**src/sv/dpq_pkg.sv**
```systemverilog
package dpq_pkg;

  localparam int DEPTH_DEFAULT = 256;
  localparam int WORD_W        = 32;
  localparam int POS_W         = 8;
  localparam int ACT_W         = 3;
  localparam int ST_W          = 2;

  typedef enum logic [ACT_W-1:0] {
    ACT_PUSH_FRONT = 3'd0,
    ACT_PUSH_BACK  = 3'd1,
    ACT_POP_FRONT  = 3'd2,
    ACT_READ       = 3'd3,
    ACT_WRITE      = 3'd4,
    ACT_CLEAR      = 3'd5
  } dpq_action_t;

  typedef enum logic [ST_W-1:0] {
    ST_OK    = 2'd0,
    ST_EMPTY = 2'd1,
    ST_FULL  = 2'd2,
    ST_RANGE = 2'd3
  } dpq_status_t;

  // Controller to datapath
  typedef struct packed {
    logic load;  // capture the incoming transaction
    logic exec;  // carry out the captured action and load the result
  } dpq_cmd_t;

endpackage

```
**src/sv/dpq_ctrl.sv**
```systemverilog
module dpq_ctrl (
  input  logic              clk,
  input  logic              rst,
  input  logic              in_valid,
  output logic              in_ready,
  output logic              out_valid,
  input  logic              out_ready,
  output dpq_pkg::dpq_cmd_t cmd
);

  import dpq_pkg::*;

  typedef enum logic [1:0] {
    S_IDLE = 2'b01,
    S_EXEC = 2'b10
  } state_t;

  state_t state;
  state_t state_next;
  logic   exec_go;
  logic   out_valid_next;

  // Execute only when the result register is free or being emptied this cycle
  assign exec_go  = (state == S_EXEC) && (!out_valid || out_ready);
  assign in_ready = (state == S_IDLE);

  assign cmd.load = in_valid && in_ready;
  assign cmd.exec = exec_go;

  always_comb begin
    state_next = state;
    unique case (state)
      S_IDLE: begin
        if (in_valid) begin
          state_next = S_EXEC;
        end
      end
      S_EXEC: begin
        if (exec_go) begin
          state_next = S_IDLE;
        end
      end
      default: state_next = S_IDLE;
    endcase
  end

  always_comb begin
    out_valid_next = out_valid;
    priority if (exec_go) begin
      out_valid_next = 1'b1;
    end else if (out_ready) begin
      out_valid_next = 1'b0;
    end else begin
      out_valid_next = out_valid;
    end
  end

  always_ff @(posedge clk) begin
    if (rst) begin
      state     <= S_IDLE;
      out_valid <= 1'b0;
    end else begin
      state     <= state_next;
      out_valid <= out_valid_next;
    end
  end

`ifndef SYNTHESIS
  a_accept_to_exec: assert property (@(posedge clk) disable iff (rst)
    cmd.load |=> state == S_EXEC)
    else $error("accepted transaction did not move to execute");

  a_exec_gives_result: assert property (@(posedge clk) disable iff (rst)
    exec_go |=> out_valid)
    else $error("executed action left no result");
`endif

endmodule

```
**config.mk**
```make
export PLATFORM = sky130hd
export DESIGN_NAME = dpq_ctrl
export DESIGN_NICKNAME = d
export VERILOG_FILES = /design/src/sv/dpq_pkg.sv /design/src/sv/dpq_ctrl.sv
export SDC_FILE = /design/constraint.sdc
export NUM_CORES = 1
export LEC_CHECK = 0
export BUFFER_PORTS_ARGS = -buffer_cell sky130_fd_sc_hd__clkbuf_2
export CAP_MARGIN = 5
export CORE_AREA = 5 5 42 44
export DETAILED_ROUTE_END_ITERATION = 12
export DIE_AREA = 0 0 47 49
export PLACE_DENSITY = 0.34
export SETUP_SLACK_MARGIN = 0.4
export SLEW_MARGIN = 25
export SYNTH_ARGS = -nofsm -noshare
export SYNTH_HDL_FRONTEND = slang
export SYNTH_SLANG_ARGS = --single-unit
```
**constraint.sdc**
```tcl
create_clock -name clk -period 0.99 [get_ports clk]
set_input_delay 0.1485 -clock clk [delete_from_list [all_inputs] [get_ports clk]]
set_output_delay 0.1485 -clock clk [all_outputs]
set_load 0.01 [all_outputs]
```
Word level (Yosys, flattened, before mapping)
Index checks and enable logic that the tools add are counted.

Register bits: 3. Input port bits: 4. Output and inout bits: 4. Word-level logic and storage cells: 17.

Equal/unequal tests: 4. Muxes and demuxes: 5. Reductions and logical operators: 6.

Operators by type and width (count): 2-bit two-way mux (2); 2-bit inequality test (second input constant) (2); 2-bit case mux with 2 select lines (1); 2-bit by 1-bit equality test with 1-bit output (second input constant) (1); 2-bit equality test (second input constant) (1); 1-bit logical AND (2); 1-bit two-way mux (2); 2-bit AND reduction (1); 2-bit nonzero test (1); 1-bit zero test (1); 1-bit logical OR (1).

Logic depth before layout (Yosys ltp)
Word-level depth: 5. Mapped depth: 3. Depth with buffers taken out: 2.

Worst setup path after synthesis
Ideal clock, no wire load.

Kind: register to register. Start: register state[1]. End: register state[1]. Library setup time: 0.115 ns. Arrival time: 0.733 ns. Required time: 0.875 ns. Slack: 0.142 ns. Cell stages (with the launch flop): 3. Cell sequence: dfxtp_1 and3b_1 o21ba_1.

Longest elaborated chain between the ends: 4. Elaborated cells between the ends (all ways): 7.

RTL lines: from (decl) (RTL line dpq_ctrl.sv:18) `state_t state;`; from (signal assigned) (RTL line dpq_ctrl.sv:63) `state <= state_next;`; 2-bit equality test (RTL line dpq_ctrl.sv:24, dpq_ctrl.sv:32); 1-bit logical AND (RTL line dpq_ctrl.sv:24) `assign exec_go = (state == S_EXEC) && (!out_valid || out_ready);`; 2-bit inequality test (no source line); 2-bit AND reduction (no source line).

Several ways; a longest one is shown, not always the timed one. A chain may end at the register's enable or synchronous reset.

==> metrics <==
outcome finished, violations left; failing checks setup timing; crit path DAT between 0.9 and 1 ns; Top delay family on crit path flip-flops; Leakage 0.114 nW; DR WL/cell 7.97 um; # setup viols final 2; die area approximately 2300 sq um; vias in the first global route 117; net switching power figure 78.4 uW; max cap viols 0; top cells by area, synth dfxtp_1, and4bb_2, nand2b_1; Crit. End Element primary output; row cnt 14; fillers 164; Final Max Tran Viols 0; DR DRC count 0; multi-input logic area 77.6 sq um; Setup Skew 0.00312 ns; Comb pwr share approximately an eighth; Setup CP Type register to primary output; initial antenna violation count 0; post-synth top area cell dfxtp_1; CTS H-tree lvls 1; nets@finish 28; I/O Buffers 7; Clk pwr share between 50% and 60%; die height around 49 um; worst hold path type input pin to register; power after layout 384 uW; Initial DRC Count 2; Worst Max-Slew Pin Slew 0.105 ns; layout cells sized above 1 69.6%; Max FO, Critical Path 4; CP required approximately 0.84 ns; Avg Cell Area, Syn 10.5 sq um; Syn Inst Count 13; routed wire length between 300 and 400 um; Bufs and invs on worst path 1; synth-to-layout area growth 74.3%; first drt pass iteration count 2; switching share of power just over 20%; fmax between 900 and 1000 MHz; YS warnings 0; post-layout minimum cycle time between 1 and 1.5 ns; CP max stage cell dfxtp_4; Post-DP HPWL between 200 and 300 um; synthesized flop and latch total 3; clock tree sinks 3; synthesized cell area 136 sq um; Vias/cell 3.13; GP Congestion 0.618; pin count of the biggest net entering global routing 5; total gr overflow 0; clk slew on worst S/H paths 0.04 ns; Rel. slew slack 93.0%; max incr delay on CP 0.35 ns; setup ws final -0.0976 ns; Sequential Power Share 34.8%; Ant. Diodes 0; worst skew pair latency around 0.23 ns; dpl ws ~0.14 ns; GRT Resource Usage Total under 10%; post-route ant nets 0; Power Internal 306 uW; Worst VDD drop 901 uV; CP cell instances and3b_2 > buf_6; register area 66.3 sq um; CTS tree built; syn_nets 17; global-route wire length before repair 496 um; top cell type's share of synthesized area around 44%; Seq/Total Area, Yosys 44.0%; maximum clock path buffer count 2; RSZ-0062 raised after global routing yes; Synth cell types 9; TritonCTS Buffers 3; Worst Setup Start Kind register; initial core utilization under 10%; cts-stage hold buffer count 0; Power Density roughly 1600 nW/um^2; root buffer cell clkbuf_4; DR vias 122; period utilization 110%; Die W between 40 and 50 um; Final Hold Fails 0; post-CTS setup repair buffer count 0; Core Box Area 1400 sq um; I/O pins 8
path summary, 6_finish.rpt:
kind                  from   endpoint  slack, ns  cells after the start
setup / recovery  state[1]     cmd[1]       -0.1                      2
hold reg to reg   state[1]  out_valid       0.50                      2
setup reg to reg  state[1]   state[1]       0.12                      2
hold / removal         rst  out_valid       0.10                      2
synth_stat cells:
master	instances
a21oi_1	1
and3b_1	1
and4bb_2	1
buf_4	1
dfxtp_1	3
nand2b_1	2
nor2b_1	2
o21ba_1	1
o21bai_1	1
cell type report:
class,instances,share of cell area (%)
timing repair buffer,7,20.0
tap,16,8.42
multi-input combinational,9,32.6
clock buffer,4,11.1
sequential,3,27.9
registers in the layout (all words and copies together) (netlist names):
register,flops
state,2
out_valid,1
power by group through the flow:
| stage | Combinational (mW) | Sequential, mW | Clock [mW] |
|---|---|---|---|
| floorplan | 0.0215 | 0.134 | 0 |
| global placement | 0.0370 | 0.135 | 0 |
| detailed placement | 0.0380 | 0.135 | 0 |
| CTS | 0.0384 | 0.133 | 0.219 |
| global route | 0.0483 | 0.135 | 0.235 |
| finish | 0.0448 | 0.134 | 0.205 |
kinds of logic after synthesis:
| kind of cell | count (synthesis) | share of synthesized area (%) |
|---|---|---|
| buffers and inverters | 1 | 5.51 |
| AOI/OAI and AO/OA | 3 | 16.5 |
| and+or+nand+nor | 6 | 33.9 |
| DFF | 3 | 44.0 |
stage by stage:
stage               utilization, %  area, sq um  instances  hold slack [ns]  TNS [ns]
finish                        17.0          238         39            0.105    -0.155
global route                  17.0          238         39            0.109    -0.320
CTS                           15.4          215         39           0.0929    -0.202
detailed placement            13.5          189         35            0.338         0
global placement              13.5          189         35            0.326         0
floorplan                        -          141         13            0.210         0
placed cells by master (no fill, tap or decap), drive strengths merged:
cell / netlist / layout
nor2b: 2 / 2
nand2b: 2 / 2
o21ba: 1 / 1
dfxtp: 3 / 3
buf: 1 / 4
o21bai: 1 / 1
and3b: 1 / 1
and4bb: 1 / 1
a21oi: 1 / 1
clkbuf: 0 / 7
layer usage:
layer	part of all wire, %	wire length [um]	track usage (%)
met2	21	66	2.04
met1	59	183	4.61
met4	0	0	1.38
met3	19	60	5.90
met5	0	0	0
what timing repair did:
action / CTS / global route
pin swaps: 2 / 2
endpoints found under the setup margin: 7 / 7
resized for setup: 0 / 8
Power figures use the tool's default switching activity.
